===== src/rtl/hpt_pkg.sv =====
// Shared types and constants for the host presence table.
// Used by hpt_ctrl and new_host_presence_table_core; no dependencies.
package hpt_pkg;

  localparam int TABLE_DEPTH = 64;
  localparam int IDX_W       = $clog2(TABLE_DEPTH);
  localparam int CNT_W       = IDX_W + 1;
  localparam int MAC_W       = 48;
  localparam int RCNT_W      = 7;

  localparam logic [CNT_W-1:0]  DEPTH_CNT = CNT_W'(TABLE_DEPTH);
  localparam logic [RCNT_W-1:0] COUNT_MAX = {RCNT_W{1'b1}};

  // request command codes
  localparam logic CMD_REPORT = 1'b0;
  localparam logic CMD_SWEEP  = 1'b1;

  typedef struct packed {
    logic             cmd;
    logic [MAC_W-1:0] mac;
  } in_t;

  typedef struct packed {
    logic              is_new;
    logic              table_full;
    logic [RCNT_W-1:0] removed_count;
  } out_t;

  // address memory access from the controller
  typedef struct packed {
    logic             rd_en;
    logic [IDX_W-1:0] rd_addr;
    logic             wr_en;
    logic [IDX_W-1:0] wr_addr;
    logic [MAC_W-1:0] wr_data;
  } ram_req_t;

endpackage


===== src/rtl/new_host_presence_table_core.sv =====
// Host presence table top level: controller, address RAM and output register.
// Depends on hpt_pkg, hpt_ram and hpt_ctrl.
//
// Usage:
//   in_valid/in_ready/in_data carry one request: cmd = CMD_REPORT with a
//   48-bit MAC, or cmd = CMD_SWEEP to end a scan round. Each request gives
//   exactly one response on out_valid/out_ready/out_data.
//   A report walks the address RAM one entry per cycle (registered read
//   data) and stops early when the MAC is found. A sweep walks the
//   valid/seen flops one entry per cycle. One request is in work at a time;
//   the next one is taken once the previous response has moved into the
//   output register and the controller is back in idle.
//   The output register decouples the receiver: a new request is accepted
//   while a response waits there. If the receiver stalls, a finished
//   response holds in the controller until the register frees up.
//   Synchronous reset clears all valid and seen bits at once (empty table);
//   the address RAM needs no clearing. in_ready rises as soon as reset ends.
module new_host_presence_table_core
  import hpt_pkg::*;
(
  input  logic clk,
  input  logic rst_n,
  input  logic in_valid,
  output logic in_ready,
  input  in_t  in_data,
  output logic out_valid,
  input  logic out_ready,
  output out_t out_data
);

  ram_req_t         ram;
  logic [MAC_W-1:0] ram_rd_data;
  logic             res_valid;
  logic             res_ready;
  out_t             res;
  logic             out_valid_r;
  out_t             out_data_r;

  hpt_ctrl u_ctrl (
    .clk         (clk),
    .rst_n       (rst_n),
    .req_valid   (in_valid),
    .req_ready   (in_ready),
    .req         (in_data),
    .res_valid   (res_valid),
    .res_ready   (res_ready),
    .res         (res),
    .ram         (ram),
    .ram_rd_data (ram_rd_data)
  );

  hpt_ram #(
    .DEPTH (TABLE_DEPTH),
    .WIDTH (MAC_W),
    .AW    (IDX_W)
  ) u_addr_ram (
    .clk     (clk),
    .wr_en   (ram.wr_en),
    .wr_addr (ram.wr_addr),
    .wr_data (ram.wr_data),
    .rd_en   (ram.rd_en),
    .rd_addr (ram.rd_addr),
    .rd_data (ram_rd_data)
  );

  // output register: loads when empty or being drained
  assign res_ready = !out_valid_r || out_ready;

  always_ff @(posedge clk) begin
    if (!rst_n) begin
      out_valid_r <= 1'b0;
    end else if (res_ready) begin
      out_valid_r <= res_valid;
    end
  end

  always_ff @(posedge clk) begin
    if (res_valid && res_ready) begin
      out_data_r <= res;
    end
  end

  assign out_valid = out_valid_r;
  assign out_data  = out_data_r;

endmodule


===== src/rtl/hpt_ram.sv =====
// Single-port-write, single-port-read synchronous RAM, registered read data.
// Generic storage, no package dependency.
module hpt_ram #(
  parameter int DEPTH = 64,
  parameter int WIDTH = 48,
  parameter int AW    = $clog2(DEPTH)
) (
  input  logic             clk,
  input  logic             wr_en,
  input  logic [AW-1:0]    wr_addr,
  input  logic [WIDTH-1:0] wr_data,
  input  logic             rd_en,
  input  logic [AW-1:0]    rd_addr,
  output logic [WIDTH-1:0] rd_data
);

  logic [WIDTH-1:0] mem [DEPTH];
  logic [WIDTH-1:0] rd_data_r;

  always_ff @(posedge clk) begin
    if (wr_en) begin
      mem[wr_addr] <= wr_data;
    end
    if (rd_en) begin
      rd_data_r <= mem[rd_addr];
    end
  end

  assign rd_data = rd_data_r;

endmodule


===== src/rtl/hpt_ctrl.sv =====
// Table sequencer: walks the address RAM for lookups, keeps valid/seen bits
// in flops and sweeps them one entry per cycle. Depends on hpt_pkg.
module hpt_ctrl
  import hpt_pkg::*;
(
  input  logic             clk,
  input  logic             rst_n,
  input  logic             req_valid,
  output logic             req_ready,
  input  in_t              req,
  output logic             res_valid,
  input  logic             res_ready,
  output out_t             res,
  output ram_req_t         ram,
  input  logic [MAC_W-1:0] ram_rd_data
);

  typedef enum logic [1:0] {
    ST_IDLE,
    ST_SCAN,
    ST_SWEEP,
    ST_RESULT
  } state_t;

  state_t                 state_r, state_nxt;
  logic [MAC_W-1:0]       mac_r, mac_nxt;
  logic [CNT_W-1:0]       issue_r, issue_nxt;
  logic                   cmp_act_r, cmp_act_nxt;
  logic [IDX_W-1:0]       cmp_idx_r, cmp_idx_nxt;
  logic                   have_free_r, have_free_nxt;
  logic [IDX_W-1:0]       free_r, free_nxt;
  logic [TABLE_DEPTH-1:0] valid_r, valid_nxt;
  logic [TABLE_DEPTH-1:0] seen_r, seen_nxt;
  logic [RCNT_W-1:0]      cnt_r, cnt_nxt;
  out_t                   res_r, res_nxt;

  logic             done;
  logic [IDX_W-1:0] idx;
  logic             hit;

  assign done = (issue_r == DEPTH_CNT);
  assign idx  = issue_r[IDX_W-1:0];
  assign hit  = cmp_act_r && valid_r[cmp_idx_r] && (ram_rd_data == mac_r);

  // next-state logic
  always_comb begin
    state_nxt     = state_r;
    mac_nxt       = mac_r;
    issue_nxt     = issue_r;
    cmp_act_nxt   = 1'b0;
    cmp_idx_nxt   = cmp_idx_r;
    have_free_nxt = have_free_r;
    free_nxt      = free_r;
    valid_nxt     = valid_r;
    seen_nxt      = seen_r;
    cnt_nxt       = cnt_r;
    res_nxt       = res_r;
    ram           = '0;

    unique case (state_r)
      ST_IDLE: begin
        if (req_valid) begin
          mac_nxt       = req.mac;
          issue_nxt     = '0;
          have_free_nxt = 1'b0;
          cnt_nxt       = '0;
          state_nxt     = (req.cmd == CMD_SWEEP) ? ST_SWEEP : ST_SCAN;
        end
      end

      ST_SCAN: begin
        // issue one read per cycle, compare the one returned
        if (!done) begin
          ram.rd_en   = 1'b1;
          ram.rd_addr = idx;
          issue_nxt   = issue_r + CNT_W'(1);
          cmp_act_nxt = 1'b1;
          cmp_idx_nxt = idx;
        end
        if (hit) begin
          seen_nxt[cmp_idx_r] = 1'b1;
          res_nxt             = '0;
          cmp_act_nxt         = 1'b0;
          state_nxt           = ST_RESULT;
        end else begin
          if (cmp_act_r && !valid_r[cmp_idx_r] && !have_free_r) begin
            have_free_nxt = 1'b1;
            free_nxt      = cmp_idx_r;
          end
          // all entries compared: insert at lowest free slot or flag full
          if (done && !cmp_act_r) begin
            res_nxt = '0;
            if (have_free_r) begin
              ram.wr_en         = 1'b1;
              ram.wr_addr       = free_r;
              ram.wr_data       = mac_r;
              valid_nxt[free_r] = 1'b1;
              seen_nxt[free_r]  = 1'b1;
              res_nxt.is_new    = 1'b1;
            end else begin
              res_nxt.table_full = 1'b1;
            end
            state_nxt = ST_RESULT;
          end
        end
      end

      ST_SWEEP: begin
        // one entry per cycle: drop unseen, clear marks of the rest
        if (done) begin
          res_nxt               = '0;
          res_nxt.removed_count = cnt_r;
          state_nxt             = ST_RESULT;
        end else begin
          if (valid_r[idx]) begin
            if (seen_r[idx]) begin
              seen_nxt[idx] = 1'b0;
            end else begin
              valid_nxt[idx] = 1'b0;
              if (cnt_r != COUNT_MAX) begin
                cnt_nxt = cnt_r + RCNT_W'(1);
              end
            end
          end
          issue_nxt = issue_r + CNT_W'(1);
        end
      end

      ST_RESULT: begin
        if (res_ready) begin
          state_nxt = ST_IDLE;
        end
      end

      default: begin
        state_nxt = ST_IDLE;
      end
    endcase
  end

  // state, working and result registers
  always_ff @(posedge clk) begin
    if (!rst_n) begin
      state_r     <= ST_IDLE;
      mac_r       <= '0;
      issue_r     <= '0;
      cmp_act_r   <= 1'b0;
      cmp_idx_r   <= '0;
      have_free_r <= 1'b0;
      free_r      <= '0;
      valid_r     <= '0;
      seen_r      <= '0;
      cnt_r       <= '0;
      res_r       <= '0;
    end else begin
      state_r     <= state_nxt;
      mac_r       <= mac_nxt;
      issue_r     <= issue_nxt;
      cmp_act_r   <= cmp_act_nxt;
      cmp_idx_r   <= cmp_idx_nxt;
      have_free_r <= have_free_nxt;
      free_r      <= free_nxt;
      valid_r     <= valid_nxt;
      seen_r      <= seen_nxt;
      cnt_r       <= cnt_nxt;
      res_r       <= res_nxt;
    end
  end

  // no request is taken while reset is held
  assign req_ready = rst_n && (state_r == ST_IDLE);
  assign res_valid = (state_r == ST_RESULT);
  assign res       = res_r;

endmodule


===== config.mk =====
export PLATFORM = sky130hd
export DESIGN_NAME = new_host_presence_table_core
export DESIGN_NICKNAME = d
export VERILOG_FILES = /design/src/rtl/hpt_pkg.sv /design/src/rtl/new_host_presence_table_core.sv /design/src/rtl/hpt_ram.sv /design/src/rtl/hpt_ctrl.sv
export SDC_FILE = /design/constraint.sdc
export NUM_CORES = 2
export LEC_CHECK = 0
export CAP_MARGIN = 20
export CORE_ASPECT_RATIO = 0.75
export CORE_MARGIN = 2
export CORE_UTILIZATION = 30
export DETAILED_ROUTE_END_ITERATION = 10
export DONT_BUFFER_PORTS = 1
export SYNTH_ARGS = -nofsm -noshare
export SYNTH_HDL_FRONTEND = slang
export SYNTH_SLANG_ARGS = --single-unit

===== constraint.sdc =====
create_clock -name clk -period 13.3 [get_ports clk]
set_input_delay 0 -clock clk [delete_from_list [all_inputs] [get_ports clk]]
set_output_delay 0 -clock clk [all_outputs]
set_load 0.01 [all_outputs]

== Yosys cells after proc, flatten, opt, wreduce, memory -nomap -nowiden ==
Memories as Yosys holds them, arrays and structs flattened. A register that Yosys moved wholly into a read port is not among the register bits.
Index checks and enable logic that the tools add are counted.

* Equality and inequality tests: 21
* Muxes and demuxes: 59
* Reduce and logical (&&, ||, !) cells: 32
* $lt $le $gt $ge: 6
* Bitwise logic cells: 10
* $add $sub $neg: 2

{| class="wikitable"
|+ Operators with widths
! cell !! number
|-
| 2-to-1 mux 64 bit || 12
|-
| one-hot mux 64 bit (2 select lines) || 2
|-
| bitwise OR 64 bit || 3
|-
| 2-to-1 mux 55 bit || 3
|-
| AND 64 bit || 2
|-
| inverter 64 bit || 1
|-
| 2-to-1 mux 62 bit || 1
|-
| 2-to-1 mux 7 bit || 7
|-
| equality test 48 bit || 1
|-
| one-hot mux 7 bit (2 select lines) || 2
|-
| 2-to-1 mux 9 bit || 3
|-
| < comparator 6 x 7 -> 1 bit, second input constant || 3
|-
| binary-select mux 1 bit (select 6 bit) || 3
|-
| demux 1 bit (select 6 bit) || 3
|-
| greater-or-equal comparator 6 x 1 -> 1 bit, second input constant || 3
|-
| one-hot mux 9 bit (2 select lines) || 1
|-
| inequality test 2 x 1 -> 1 bit, second input constant || 8
|-
| adder 7 x 1 -> 7 bit, second input constant || 2
|-
| 2-to-1 mux 1 bit || 14
|-
| 2-to-1 mux 2 bit || 6
|-
| AND reduction 6 bit || 2
|-
| logical AND 1 bit || 10
|-
| inequality test 2 bit, second input constant || 5
|-
| AND reduction 3 bit || 3
|-
| 17 further kinds || 30
|}

* Word-level logic and storage cells: 148
* Register bits after elaboration: 225
* Memory bits (writable): 3072
* Output and inout bits: 11
* Memories: 1
* Input bits: 53

{| class="wikitable"
|+ Memories
! memory !! depth !! bits a word !! rd ports !! clocked after memory_dff !! write ports !! line !! source
|-
| u_addr_ram.mem || 64 || 48 || 1 || 1 || 1 || hpt_ram.sv:17 || <nowiki>logic [WIDTH-1:0] mem [DEPTH];</nowiki>
|}

== Longest topological paths before layout ==
* Depth after elaboration: 10
* Mapped depth: 19
* Depth with buffers taken out: 11

== Cells and area by module ==
A second synthesis with hierarchy kept.

* Cells, all modules: 6659
* Area, all modules: 130776.7 um^2

{| class="wikitable"
|+ By module, submodules not included
! module !! area each (um^2) !! cells an instance !! times used !! seq. area each (um^2)
|-
| hpt_ram || 117605.3 || 4970 || 1 || 93689.9
|-
| hpt_ctrl || 12843.6 || 1675 || 1 || 4304.1
|-
| new_host_presence_table_core || 327.8 || 14 || 1 || 290.3
|}

== Worst setup path after synthesis ==
OpenSTA, ideal clock, no wires.

* Kind: reg-to-reg
* Start point: reg u_ctrl.issue_r[0]
* End point: mem u_addr_ram.mem[17][0], enable pin
* Period minus slack after synthesis: 6490 ps
* Setup time: 513 ps
* Data required time: 12787 ps
* Stages on the path, launching flop included: 14
* Arrival time: 5977 ps
* Path buffers: 7
* Path slack: 6810 ps
* Path through: dfxtp_1 > buf_4 > buf_4 > inv_1 > clkbuf_1 > clkbuf_1 > clkbuf_1 > ha_1 > nand3b_4 > nor3_1 > nand4b_1 > clkbuf_1 > clkbuf_1 > nor3_1

* Longest elaborated chain between the ends: 7

{| class="wikitable"
|+ RTL lines
! item !! line !! source
|-
| start: declaration || hpt_ctrl.sv:27 || <nowiki>logic [CNT_W-1:0] issue_r, issue_nxt;</nowiki>
|-
| start signal: assignment || hpt_ctrl.sv:158 || <nowiki>issue_r <= issue_nxt;</nowiki>
|-
| equality test 7 bit (*) || hpt_ctrl.sv:41 || <nowiki>assign done = (issue_r == DEPTH_CNT);</nowiki>
|-
| logical AND 1 bit (*) || hpt_ctrl.sv:91 || <nowiki>if (done && !cmp_act_r) begin</nowiki>
|-
| 2-to-1 mux 55 bit (*) || hpt_ctrl.sv:91 ||
|-
| 2-to-1 mux 55 bit (*) || hpt_ctrl.sv:80 || <nowiki>if (hit) begin</nowiki>
|-
| 2-to-1 mux 62 bit (*) || hpt_ctrl.sv:60 || <nowiki>unique case (state_r)</nowiki>
|-
| 2-to-1 mux 1 bit || hpt_ram.sv:21 || <nowiki>if (wr_en) begin</nowiki>
|-
| 2-to-1 mux 1 bit (implied by the code) || hpt_ram.sv:22 || <nowiki>mem[wr_addr] <= wr_data;</nowiki>
|-
| end: declaration || hpt_ram.sv:17 ||
|}

Mark *: on every way between the ends. The rest lies on a longest branch, timed or not.

== Final worst setup path ==
* Start point: reg u_ctrl.cmp_idx_r[0]
* End point: mem u_addr_ram.mem[48][10], enable pin

* Longest elaborated chain between the ends: 8

{| class="wikitable"
|+ RTL lines
! item !! line !! source
|-
| start: declaration || hpt_ctrl.sv:29 || <nowiki>logic [IDX_W-1:0] cmp_idx_r, cmp_idx_nxt;</nowiki>
|-
| start signal: assignment || hpt_ctrl.sv:160 || <nowiki>cmp_idx_r <= cmp_idx_nxt;</nowiki>
|-
| binary-select mux 1 bit (select 6 bit) (*) || hpt_ctrl.sv:43 || <nowiki>assign hit = cmp_act_r && valid_r[cmp_idx_r] && (ram_rd_data == mac_r);</nowiki>
|-
| 2-to-1 mux 1 bit (implied by the code) (*) || hpt_ctrl.sv:43 ||
|-
| logical AND 1 bit (*) (2 in series) || hpt_ctrl.sv:43 ||
|-
| 2-to-1 mux 55 bit (*) || hpt_ctrl.sv:80 ||
|-
| 2-to-1 mux 62 bit (*) || hpt_ctrl.sv:60 ||
|-
| 2-to-1 mux 1 bit || hpt_ram.sv:21 ||
|-
| 2-to-1 mux 1 bit (implied by the code) || hpt_ram.sv:22 ||
|}

Mark *: on every way between the ends. The rest lies on a longest branch, timed or not. The select of a mux whose other input is x is not followed.

==> results.yml <==
run_status:
  outcome: "complete, no violations"
placed_design:
  numPortBuffers: 0
  dpl.hpwl_mm: 264
  routabilityCongestion: 0.925
yosys:
  syn-num-nets: 8779
  synth_area_leaders: "edfxtp_1, mux4_2, dfxtp_1, nor2_1, a21oi_1"
  post-synth-top-count-cell: "edfxtp_1"
  synth_top_area_frac: 0.700
  ys_types: 80
  syn_inst: 8719
  synth_edf_count: 3129
  synth.largest_area_cell: "edfxtp_1"
  yosysSeqAreaShare: 0.732
  netlist_area_um2: 134000
  synth_ff_type: "edfxtp_1"
  yosysWarnings: 0
  synthTopCellsByCount: "edfxtp_1, nor2_1, a21oi_1, clkbuf_1, o21ai_0"
  synth-async-reset-ratio: 0
  ys_ff_latch: 3345
  syn_avg_cell_area_um2: 15.4
drt:
  routedWlPerCell_um: 31.3
  drc: 0
  route.vias.total: 86300
  drtPass1Iterations: 7
  drt-initial-drc-count: 15800
  drt-total-wl_mm: 463
  viasPerCell: 5.82
  antenna_left: 0
timing:
  max_clock_freq_mhz: 160
  rsz0062_at_grt: "false"
  tns_ns: 0
  fin_crit_ns: 6.25
  clock_skew_ns: 0.0740
  slew_violations: 0
  tightest_slew_ns: 1.34
  fin_crit_sh: 0.470
  setup_viol: 0
  slew_headroom: 0.101
  hold_viol: 0
global_routing:
  grt_overflow: 0
  grt_pass1_vias: 79900
  grt_max_degree: 184
  antenna_found_initial: 29
  track_usage: 0.196
  grt_first_pass_wirelength_mm: 640
critical_path:
  crit_fanout: 42
  rrSetupSlack_ns: 7.05
  crit_chain: "buf_4 > mux4_2 > mux2i_1 > o22ai_1 > nor2_1 > a31oi_4 > nand4b_1 > buf_4 > buf_4 > nor3_2 > buf_4"
  rr_startpoint: "u_ctrl.cmp_idx_r[0]"
  end_kind: "flip-flop"
  cp_num_cells: 11
  endpoint: "u_addr_ram.mem[48][10]"
  cp_slowest_stage_delay_ns: 0.90
  worst-setup-path-type: "reg2reg"
  cp_num_buf_inv: 4
  reg2reg_depth: 11
  required_ns: 13.80
  crit_path_frequent_cell: "buf_4"
  startpoint: "u_ctrl.cmp_idx_r[0]"
  cp.arrival_ns: 6.75
  crit_family: "buffers and inverters"
  start_kind: "flip-flop"
  worst_r2r_endpoint: "u_addr_ram.mem[48][10]"
  critical_path.slowest_cell: "buf_4"
clock_network:
  clkSinkCount: 3345
  cts_tree: "yes"
  clock_latency_ns: 0.94
  path_clk_slew_ns: 0.06
  cts_buffers: 317
  clk_path_buf_depth: 4
  htreeDepth: 5
  cts_root_buf: "clkbuf_16"
  ctsResizeCount: 0
floorplanning:
  rows: 212
  die_y_um: 583
  die_w_um: 776
  dieArea_um2: 453000
  coreArea_um2: 445000
  io_pins: 64
  initial_core_util: 0.301
cells_and_area:
  drive_gt1_frac: 0.142
  area_delta_synth_final_pct: 13.6
  nFillCells: 42000
  final_nets: 8747
power_and_ir_drop:
  power_density_nw_per_um2: 147
  peakVddDrop_v: 0.000146
  power_leakage_uw: 0.0389
  power_uw: 22400
hold_path:
  hold_class: "in2reg"
run:
  drv_cap: 0
-- repair_timing --
item | in CTS | in global routing
setup endpoints to repair | 0 | 0
hold buffers | 99 | 0
endpoints found under the hold margin | 225 | 0
buffers inserted | 0 | 0
-- registers in the layout, summed over array words and instances (netlist names) --
name                count
u_ctrl.state_r          2
u_ctrl.cmp_idx_r        6
u_ctrl.valid_r         64
out_data                9
u_ctrl.seen_r          64
u_ctrl.res              9
u_ctrl.cnt_r            7
u_addr_ram.mem       3072
u_ctrl.cmp_act_r        1
u_ctrl.have_free_r      1
u_ctrl.free_r           6
u_ctrl.issue_r          7
out_valid               1
u_ctrl.mac_r           48
u_addr_ram.rd_data     48
-- layout by cell type (no fill, tap or decap), types with 218 or more instances in the layout --
cell / n
clkbuf_16: 325
edfxtp_1: 3129
a21oi_1: 559
o21ai_0: 418
mux4_2: 398
nand2_1: 351
nor3_1: 322
o221ai_1: 225
nor2_1: 908
buf_4: 218
-- power breakdown --
part	internal, µW	switching, µW	leakage, µW
Clock	5030	4040	0.00490
Sequential	11400	82.0	0.0233
Combinational	327	1500	0.0107
Total	16700	5610	0.0389
-- final cells by class --
| cell class | instances | area [µm²] | area share |
|---|---|---|---|
| flip-flops and latches | 3345 | 98300 | 0.645 |
| multi-input cells | 4654 | 33300 | 0.219 |
| clock buffers | 390 | 8410 | 0.0551 |
| well taps | 5885 | 7360 | 0.0483 |
| repair buffers | 352 | 3390 | 0.0223 |
| clock inverters | 168 | 1620 | 0.0106 |
| inverters | 17 | 70.1 | 0.000459 |
| diodes | 7 | 17.5 | 0.000115 |
-- worst min-delay path: stages --
cell	delay, ns
dlygate4sd3_1	0.54
nand2_1	0.27
a21oi_1	0.11
-- metal layers --
layer | up-vias | wire length [µm] | GRT usage
li1 | 34400 | - | -
met1 | 44400 | 185000 | 0.286
met2 | 6607 | 191000 | 0.274
met3 | 869 | 70600 | 0.0641
met4 | 20 | 16600 | 0.0650
met5 | - | 121 | 0
-- cell families (layout without fill, tap and decap cells) --
| family | after synthesis | count (layout) | synth area share |
|---|---|---|---|
| compound gates | 1956 | 1956 | 0.0935 |
| xor+xnor | 53 | 53 | 0.00346 |
| fa+ha+maj | 7 | 7 | 0.000653 |
| buf+inv | 720 | 927 | 0.0238 |
| flops | 3345 | 3345 | 0.732 |
| mux | 451 | 451 | 0.0708 |
| other cells | 0 | 7 | 0 |
| simple gates | 2187 | 2187 | 0.0753 |
-- per-stage QoR --
stage	hold WS [ns]	utilization	worst slack, ns	std cells	cell area [µm²]
after global routing	0.0589	0.343	6.98	14800	152000
after CTS	0.0160	0.342	7.22	14800	152000
after floorplan	0.136	-	6.81	8719	134000
final	0.0748	0.343	7.05	14800	152000
after global placement	0.134	0.317	6.44	14100	141000
after detailed placement	0.152	0.317	7.25	14100	141000
-- how the worst min path moves through the flow --
stage,to,cells after the start,startpoint,slack [ns]
floorplan,u_ctrl.mac_r[0],2,in_data[0],0.14
global placement,u_ctrl.cnt_r[1],1,rst_n,0.13
detailed placement,u_ctrl.cnt_r[1],1,rst_n,0.15
CTS,u_ctrl.mac_r[31],3,in_data[31],0.02
global route,u_ctrl.mac_r[31],3,in_data[31],0.06
finish,u_ctrl.mac_r[41],3,in_data[41],0.07
No activity file was read; power rests on OpenSTA's default activity.
